File: src/hdl/hkr_pkg.sv
// hkr_pkg: shared types and codes for the hash keyed registry table
`timescale 1ns / 1ps

package hkr_pkg;

  localparam int unsigned KEY_W  = 256;
  localparam int unsigned WORD_W = 64;
  localparam int unsigned SIZE_W = 8;
  localparam int unsigned CMD_W  = 2;
  localparam int unsigned SLOT_W = 6;
  localparam int unsigned FILL_W = 7;

  // command codes; code 3 decodes as a clear
  localparam logic [CMD_W-1:0] CMD_ADD     = 2'd0;
  localparam logic [CMD_W-1:0] CMD_RESOLVE = 2'd1;
  localparam logic [CMD_W-1:0] CMD_CLEAR   = 2'd2;

  typedef enum logic [2:0] {
    STAT_ADDED     = 3'd0,
    STAT_DUPLICATE = 3'd1,
    STAT_FULL      = 3'd2,
    STAT_FOUND     = 3'd3,
    STAT_NOT_FOUND = 3'd4,
    STAT_CLEARED   = 3'd5
  } status_t;

  typedef enum logic [1:0] {
    ENG_IDLE,
    ENG_SEARCH,
    ENG_DONE
  } eng_state_t;

  typedef struct packed {
    status_t             status;
    logic [SLOT_W-1:0]   slot_index;
    logic [KEY_W-1:0]    root;
    logic [FILL_W-1:0]   fill_count;
  } result_t;

endpackage

File: src/hdl/hkr_if.sv
// hkr_if: valid/ready channel interfaces for command items and result items
`timescale 1ns / 1ps

interface hkr_in_if;
  logic        valid;
  logic        ready;
  logic [1:0]  command;
  logic [63:0] key_word0;
  logic [63:0] key_word1;
  logic [63:0] key_word2;
  logic [63:0] key_word3;
  logic [7:0]  size_low_byte;

  modport source (
    output valid, command, key_word0, key_word1, key_word2, key_word3, size_low_byte,
    input  ready
  );
  modport sink (
    input  valid, command, key_word0, key_word1, key_word2, key_word3, size_low_byte,
    output ready
  );
endinterface


File: src/hdl/hkr_engine.sv
// hkr_engine: command sequencer, linear key search, entry count and root digest
`timescale 1ns / 1ps

module hkr_engine #(
  parameter int unsigned CAPACITY = 64,
  parameter int unsigned IDX_W    = 6,
  parameter int unsigned CNT_W    = 7
) (
  input  logic                  clk,
  input  logic                  rst_n,
  hkr_in_if.sink                in_chan,
  output logic                  mem_wr_en,
  output logic [IDX_W-1:0]      mem_wr_addr,
  output logic [hkr_pkg::KEY_W-1:0] mem_wr_data,
  output logic [IDX_W-1:0]      mem_rd_addr,
  input  logic [hkr_pkg::KEY_W-1:0] mem_rd_data,
  output hkr_pkg::result_t      res,
  output logic                  res_valid,
  input  logic                  res_ready
);
  import hkr_pkg::*;

  eng_state_t          state_r, state_nxt;
  logic [CMD_W-1:0]    cmd_r, cmd_nxt;
  logic [KEY_W-1:0]    key_r, key_nxt;
  logic [SIZE_W-1:0]   size_r, size_nxt;
  logic [IDX_W-1:0]    chk_r, chk_nxt;
  logic [CNT_W-1:0]    count_r, count_nxt;
  logic [KEY_W-1:0]    root_r, root_nxt;
  result_t             res_r, res_nxt;

  logic is_add, is_resolve, is_clear, full, empty, last, hit;
  logic [KEY_W-1:0] root_add;

  assign is_add     = (cmd_r == CMD_ADD);
  assign is_resolve = (cmd_r == CMD_RESOLVE);
  assign is_clear   = !is_add && !is_resolve;
  assign full       = (count_r == CNT_W'(CAPACITY));
  assign empty      = (count_r == '0);
  assign last       = ((CNT_W'(chk_r) + CNT_W'(1)) == count_r);
  assign hit        = (mem_rd_data == key_r);
  // size byte spread over every byte lane of the key
  assign root_add   = root_r ^ key_r ^ {(KEY_W / SIZE_W){size_r}};

  always_ff @(posedge clk) begin
    if (!rst_n) begin
      state_r <= ENG_IDLE;
      count_r <= '0;
      root_r  <= '0;
    end else begin
      state_r <= state_nxt;
      count_r <= count_nxt;
      root_r  <= root_nxt;
    end
  end

  always_ff @(posedge clk) begin
    cmd_r  <= cmd_nxt;
    key_r  <= key_nxt;
    size_r <= size_nxt;
    chk_r  <= chk_nxt;
    res_r  <= res_nxt;
  end

  always_comb begin
    state_nxt   = state_r;
    cmd_nxt     = cmd_r;
    key_nxt     = key_r;
    size_nxt    = size_r;
    chk_nxt     = chk_r;
    count_nxt   = count_r;
    root_nxt    = root_r;
    res_nxt     = res_r;
    in_chan.ready = 1'b0;
    res_valid   = 1'b0;
    mem_rd_addr = '0;
    mem_wr_en   = 1'b0;
    mem_wr_addr = count_r[IDX_W-1:0];
    mem_wr_data = key_r;

    case (state_r)
      ENG_IDLE: begin
        in_chan.ready = 1'b1;
        mem_rd_addr   = '0;
        if (in_chan.valid) begin
          cmd_nxt   = in_chan.command;
          key_nxt   = {in_chan.key_word3, in_chan.key_word2,
                       in_chan.key_word1, in_chan.key_word0};
          size_nxt  = in_chan.size_low_byte;
          chk_nxt   = '0;
          state_nxt = ENG_SEARCH;
        end
      end

      ENG_SEARCH: begin
        // prefetch the next entry while the current one is compared
        mem_rd_addr = chk_r + IDX_W'(1);
        res_nxt.slot_index = '0;
        res_nxt.root       = root_r;
        res_nxt.fill_count = FILL_W'(count_r);
        if (is_clear) begin
          count_nxt          = '0;
          root_nxt           = '0;
          res_nxt.status     = STAT_CLEARED;
          res_nxt.root       = '0;
          res_nxt.fill_count = '0;
          state_nxt          = ENG_DONE;
        end else if (is_add && full) begin
          res_nxt.status = STAT_FULL;
          state_nxt      = ENG_DONE;
        end else if (!empty && hit) begin
          if (is_add) begin
            res_nxt.status = STAT_DUPLICATE;
          end else begin
            res_nxt.status     = STAT_FOUND;
            res_nxt.slot_index = SLOT_W'(chk_r);
          end
          state_nxt = ENG_DONE;
        end else if (empty || last) begin
          if (is_add) begin
            mem_wr_en          = 1'b1;
            count_nxt          = count_r + CNT_W'(1);
            root_nxt           = root_add;
            res_nxt.status     = STAT_ADDED;
            res_nxt.slot_index = SLOT_W'(count_r);
            res_nxt.root       = root_add;
            res_nxt.fill_count = FILL_W'(count_r + CNT_W'(1));
          end else begin
            res_nxt.status = STAT_NOT_FOUND;
          end
          state_nxt = ENG_DONE;
        end else begin
          chk_nxt = chk_r + IDX_W'(1);
        end
      end

      ENG_DONE: begin
        res_valid = 1'b1;
        if (res_ready) begin
          state_nxt = ENG_IDLE;
        end
      end

      default: begin
        state_nxt = ENG_IDLE;
      end
    endcase
  end

  assign res = res_r;

`ifndef SYNTHESIS
  a_count_bound: assert property (@(posedge clk) disable iff (!rst_n)
    count_r <= CNT_W'(CAPACITY))
    else $error("entry count above capacity");

  a_write_room: assert property (@(posedge clk) disable iff (!rst_n)
    mem_wr_en |-> (count_r < CNT_W'(CAPACITY)) && is_add)
    else $error("key written with no room or for a non-add item");

  a_write_count: assert property (@(posedge clk) disable iff (!rst_n)
    mem_wr_en |=> count_r == $past(count_r) + CNT_W'(1))
    else $error("entry count did not follow a key write");

  a_accept_search: assert property (@(posedge clk) disable iff (!rst_n)
    (in_chan.valid && in_chan.ready) |=> state_r == ENG_SEARCH)
    else $error("accepted item did not start a search");

  a_search_bound: assert property (@(posedge clk) disable iff (!rst_n)
    (state_r == ENG_SEARCH && !empty) |-> CNT_W'(chk_r) < count_r)
    else $error("search index past the held entries");
`endif

endmodule

File: src/flat_wrapper.sv
// flat-port wrapper written by rule: the top's interface ports become plain ports
module hkr_engine_flat import hkr_pkg::*;
#(
  parameter int unsigned CAPACITY = 64,
  parameter int unsigned IDX_W    = 6,
  parameter int unsigned CNT_W    = 7
)
  (clk, rst_n, mem_wr_en, mem_wr_addr, mem_wr_data, mem_rd_addr, mem_rd_data, res, res_valid, res_ready, in_chan_valid, in_chan_command, in_chan_key_word0, in_chan_key_word1, in_chan_key_word2, in_chan_key_word3, in_chan_size_low_byte, in_chan_ready);
  hkr_in_if in_chan_i ();
  input  logic clk;
  input  logic rst_n;
  output logic mem_wr_en;
  output logic [IDX_W-1:0] mem_wr_addr;
  output logic [hkr_pkg::KEY_W-1:0] mem_wr_data;
  output logic [IDX_W-1:0] mem_rd_addr;
  input  logic [hkr_pkg::KEY_W-1:0] mem_rd_data;
  output hkr_pkg::result_t res;
  output logic res_valid;
  input  logic res_ready;
  input wire logic [$bits(in_chan_i.valid)-1:0] in_chan_valid;
  input wire logic [$bits(in_chan_i.command)-1:0] in_chan_command;
  input wire logic [$bits(in_chan_i.key_word0)-1:0] in_chan_key_word0;
  input wire logic [$bits(in_chan_i.key_word1)-1:0] in_chan_key_word1;
  input wire logic [$bits(in_chan_i.key_word2)-1:0] in_chan_key_word2;
  input wire logic [$bits(in_chan_i.key_word3)-1:0] in_chan_key_word3;
  input wire logic [$bits(in_chan_i.size_low_byte)-1:0] in_chan_size_low_byte;
  output wire logic [$bits(in_chan_i.ready)-1:0] in_chan_ready;
  assign in_chan_i.valid = in_chan_valid;
  assign in_chan_i.command = in_chan_command;
  assign in_chan_i.key_word0 = in_chan_key_word0;
  assign in_chan_i.key_word1 = in_chan_key_word1;
  assign in_chan_i.key_word2 = in_chan_key_word2;
  assign in_chan_i.key_word3 = in_chan_key_word3;
  assign in_chan_i.size_low_byte = in_chan_size_low_byte;
  assign in_chan_ready = in_chan_i.ready;
  hkr_engine #(.CAPACITY(CAPACITY), .IDX_W(IDX_W), .CNT_W(CNT_W)) u_core (.clk(clk), .rst_n(rst_n), .in_chan(in_chan_i), .mem_wr_en(mem_wr_en), .mem_wr_addr(mem_wr_addr), .mem_wr_data(mem_wr_data), .mem_rd_addr(mem_rd_addr), .mem_rd_data(mem_rd_data), .res(res), .res_valid(res_valid), .res_ready(res_ready));
endmodule
File: config.mk
export PLATFORM = sky130hd
export DESIGN_NAME = hkr_engine_flat
export DESIGN_NICKNAME = d
export VERILOG_FILES = /design/src/hdl/hkr_pkg.sv /design/src/hdl/hkr_if.sv /design/src/hdl/hkr_engine.sv /design/src/flat_wrapper.sv
export SDC_FILE = /design/constraint.sdc
export NUM_CORES = 2
export LEC_CHECK = 0
export ABC_AREA = 1
export BUFFER_PORTS_ARGS = -buffer_cell sky130_fd_sc_hd__buf_2
export CAP_MARGIN = 10
export CORE_AREA = 2 2 414 416
export DETAILED_ROUTE_END_ITERATION = 10
export DIE_AREA = 0 0 416 418
export PLACE_DENSITY = 0.42
export SYNTH_ARGS = -nofsm -noshare
export SYNTH_HDL_FRONTEND = slang
export SYNTH_SLANG_ARGS = --single-unit
File: constraint.sdc
create_clock -name clk -period 29.2 [get_ports clk]
set_input_delay 1.46 -clock clk [delete_from_list [all_inputs] [get_ports clk]]
set_output_delay 1.46 -clock clk [all_outputs]
set_load 0.01 [all_outputs]
After elaboration in Yosys (flattened, before gate mapping)
Cells that the tools add are included.

Add/sub/neg operators: 3. Bitwise logic cells: 2. Eq/ne operators: 15. Muxes and demuxes: 41. Reduce and logical (&&, ||, !) cells: 20.

Operators by type and width (number): $mux 256 (5); $mux 263 (2); $xor 256x256->256 (2); $mux 272 (1); $mux 269 (1); $eq 256x256->1 (1); $mux 6 (7); $mux 7 (5); $mux 2 (7); $ne 2x2->1 const B (6); $pmux 6 s2 (1); $mux 9 (1); $mux 1 (8); $add 6x1->7 const B (1); $add 7x1->7 const B (1); $eq 7x7->1 (1); $eq 7x7->1 const B (1); $logic_not 7->1 (1); $add 6x1->6 const B (1); $mux 3 (2); $pmux 2 s3 (1); $reduce_and 6->1 (1); $reduce_bool 2->1 (3); $ne 5x1->1 const B (1); 12 further kinds (20).

Register bits after elaboration: 809. Input port bits: 526.

Logic depth before layout (Yosys ltp)
Word-level depth: 8. Depth in mapped cells: 19. Depth with buffers taken out: 17.

Least setup slack after synthesis
No wires, ideal clock.

Path kind: reg2out. From: register u_core.state_r[0]. To: output mem_rd_addr[5]. Data required time: 27.740 ns. Setup slack: 13.199 ns. Stages on the path, launching flop included: 5. Arrival: 14.541 ns. Cells stage by stage: dfxtp_1 > inv_1 > nor2_1 > inv_1 > a21oi_1.

Longest elaborated chain between the ends: 2.

Ends and longest elaborated chain: from (decl) (line hkr_engine.sv:23) `eng_state_t state_r, state_nxt;`; from (signal assigned) (line hkr_engine.sv:51) `state_r <= state_nxt;`; $eq 2x1->1 (line hkr_engine.sv:81) `case (state_r)`; $mux 6 (line hkr_engine.sv:81); to (decl) (line flat_wrapper.sv:15) `output logic [IDX_W-1:0] mem_rd_addr;`.

Every way passes these cells.

Worst setup path in the final report
From: input mem_rd_data[147] (netlist bit). To: register u_core.res_r, in the netlist u_core.res[68], data pin.

Longest elaborated chain between the ends: 4.

Ends and longest elaborated chain: from (decl) (line flat_wrapper.sv:16) `input logic [hkr_pkg::KEY_W-1:0] mem_rd_data;`; $eq 256x256->1 (line hkr_engine.sv:41) `assign hit = (mem_rd_data == key_r);`; $logic_and 1x1->1 (line hkr_engine.sv:111) `end else if (!empty && hit) begin`; $mux 263 (line hkr_engine.sv:111); $mux 263 (line hkr_engine.sv:108) `end else if (is_add && full) begin`; to (signal assigned) (line hkr_engine.sv:62) `res_r <= res_nxt;`; to (decl) (line hkr_engine.sv:30) `result_t res_r, res_nxt;`.

Every way passes these cells. A chain may end at the register's enable or synchronous reset.

==> run metrics <==
status=finished clean; full die area=174000 um2; Hold Path End=u_core.root_r[66]; Via density=4.60; VDD IR-drop max=41.1 uV; Yosys reg bits=809; largest net degree at the start of global routing=149; hpwl dp=135000 um; register area share after synthesis=50.2%; total power=3130 uW; slowest stage delay, CP=0.94 ns; placeable core region=169000 um2; cell at the root of the clock tree=clkbuf_16; Worst-Margin Slew=1.09 ns; antenna violations before repair=16; FF-to-FF Start=u_core.count_r[0]; detailed-route DRC error count=0; number of fill cells in the layout=17.8k; IO Pins=1069; crit path launch type=primary input; Setup Viol. Count Final=0; RSZ-0062 raised after global routing=no; Die W=416 um; Layout Nets=6512; Rows=151; WL per Instance=23.7 um; net count after synthesis=5604; Max Transition Viols Final=0; min Tclk post-route=7.17 ns; Syn Area/Cell=8.49 um2; count of final hold-check violations=0; gr usage total=21.6%; hold-fix buffers at CTS=0; RePlAce Congestion=0.933; Synth Cell Area=43100 um2; I/O Buffers=1068; FF-to-FF End=u_core.res[68]; setup TNS=0 ns; Leak=0.0214 uW; Hold Crit Class=flop to flop; crit end category=flop; Post-DP Area=50300 um2; Max Cap Viol=0; TritonCTS clock tree=built; slew margin rel.=27.2%; clk_lat worst skew=0.73 ns; vias in the first global route=35.1k; placed cells=8094; total CTS buffers=104; WL final=197000 um; min-delay src=u_core.root_r[66]; Worst R2R Setup Slack=22.15 ns; Synth async-reset ratio=0%; postcts setup bufs=0; crit path kind=primary input to flop; count of cell types in the netlist=26; CP max-delay cell=buf_4; DRT iter0 DRCs=2684; EDFF count, synth=544; clk sink count=809; global-route wire length before repair=271000 um; Cell Chain, Critical Path=buf_2 > xor2_1 > nor2_1 > nand2_1 > nor2_1 > nand2_1 > nor2_1 > nand2_1 > nor2_4 > nand3_4 > nand4_1 > buf_4 > buf_4 > buf_4 > nand2_1 > nand2_1 > nor2_1; Starting Density=25.5%; crit path max fanout=94; Longest Clk Path Bufs=3; pwr dens=58.3 nW/um2; Main synth FF type=edfxtp_1; f_max=0.140 GHz; grt total ovfl=0; crit-path most repeated cell=nand2_1; Die Y=418 um; drt pass-1 iters=5; Tcrit/Tclk final=24.5%; count of non-filler cells in the finished layout=8293; Setup Skew=0.0221 ns; PostCTS Resize Cnt=0; Layout area overhead=24.8%; ANT nets after route=0; hold depth=2; Post-Route Utilization=31.8%; warnings from Yosys=0; clock transition at the registers of the reported paths=0.06 ns; share of cells above drive strength 1=21.8%; Worst EP arrival=7.65 ns; htree depth=3; Reg2Reg Depth=17; Final Cell Area=53800 um2; Synth Instances=5074; worst endpoint required time=29.68 ns; vias=38.1k
[metal layers]
| layer | GRT usage [%] | vias to the layer above | routed length, um |
|---|---|---|---|
| li1 | - | 18300 | - |
| met1 | 28.8 | 18600 | 86400 |
| met2 | 36.6 | 1063 | 96100 |
| met3 | 3.60 | 207 | 9860 |
| met4 | 4.68 | 2 | 4260 |
| met5 | 0 | - | 13 |
[power by group]
group | switching (uW) | total (uW) | internal (uW)
clock network | 549 | 1310 | 760
registers | 69.3 | 1360 | 1290
logic | 303 | 464 | 161
[critical path: cells and delay by family]
family / cells / cell delay [ns]
XOR/XNOR: 1 / 0.14
buffers and inverters: 4 / 2.59
AND/OR/NAND/NOR: 12 / 3.23
[layout by cell type, fill, tap and decap left out, types with 172 or more instances in the layout]
cell type	n
a21oi_1	344
edfxtp_1	544
o21ai_0	172
nand2_1	1370
dfxtp_1	265
xnor2_1	405
inv_1	354
nand4_1	336
buf_2	1068
nor2_1	557
xor2_1	312
[logic make-up after synthesis]
| family | synth area share [%] |
|---|---|
| AOI/OAI and AO/OA | 6.07 |
| xor gates and xnor gates | 14.6 |
| adders and majority gates | 0.116 |
| buffers and inverters | 6.75 |
| DFF | 50.2 |
| and+or+nand+nor | 22.2 |
[Yosys cell counts, drive strengths merged, types with 4 or more instances]
cell type / instances / area share (%)
nand4: 336 / 4.9
clkbuf: 169 / 1.5
nand3: 24 / 0.29
nand2: 1372 / 12
o21ai: 177 / 2.1
or2: 6 / 0.087
ha: 4 / 0.12
buf: 160 / 1.9
xnor2: 405 / 8.2
clkinv: 14 / 0.12
nor3: 5 / 0.058
edfxtp: 544 / 38
inv: 372 / 3.2
nor2: 564 / 5.0
dfxtp: 265 / 12
a21oi: 344 / 4.0
xor2: 312 / 6.3
[per-stage QoR]
step	worst slack [ns]	hold WS [ns]
floorplan	13.20	0.440
global placement	21.04	0.448
detailed placement	21.01	0.452
CTS	21.81	0.462
global route	21.58	0.471
finish	22.03	0.459
[worst max path at each step]
| stage | to | from | slack, ns | cells past startpoint |
|---|---|---|---|---|
| after global routing | u_core.res[41] | u_core.count_r[0] | 21.58 | 17 |
| after global placement | u_core.res[68] | mem_rd_data[147] | 21.04 | 17 |
| final | u_core.res[68] | mem_rd_data[147] | 22.03 | 17 |
| after CTS | u_core.res[41] | mem_rd_data[147] | 21.81 | 17 |
| after detailed placement | u_core.res[41] | mem_rd_data[147] | 21.01 | 17 |
| after floorplan | mem_rd_addr[5] | u_core.state_r[0] | 13.20 | 4 |
[registers in the layout, summed over array words and instances, names as in the netlist]
name / cells
u_core.mem_wr_data: 256
u_core.cmd_r: 2
u_core.root_r: 256
u_core.chk_r: 6
u_core.res: 272
u_core.size_r: 8
u_core.state_r: 2
u_core.count_r: 7
[final cells by class]
type / instances / area, um2 / share of cell area, %
Clock inverter: 47 / 452 / 0.840
Sequential cell: 809 / 21600 / 40.3
Inverter: 386 / 1480 / 2.75
Timing Repair Buffer: 1131 / 5840 / 10.9
Multi-Input combinational cell: 3550 / 18600 / 34.6
Clock buffer: 149 / 2960 / 5.51
Tap cell: 2218 / 2780 / 5.16
Antenna cell: 3 / 7.51 / 0.0140
No activity file was read; power rests on OpenSTA's default activity.
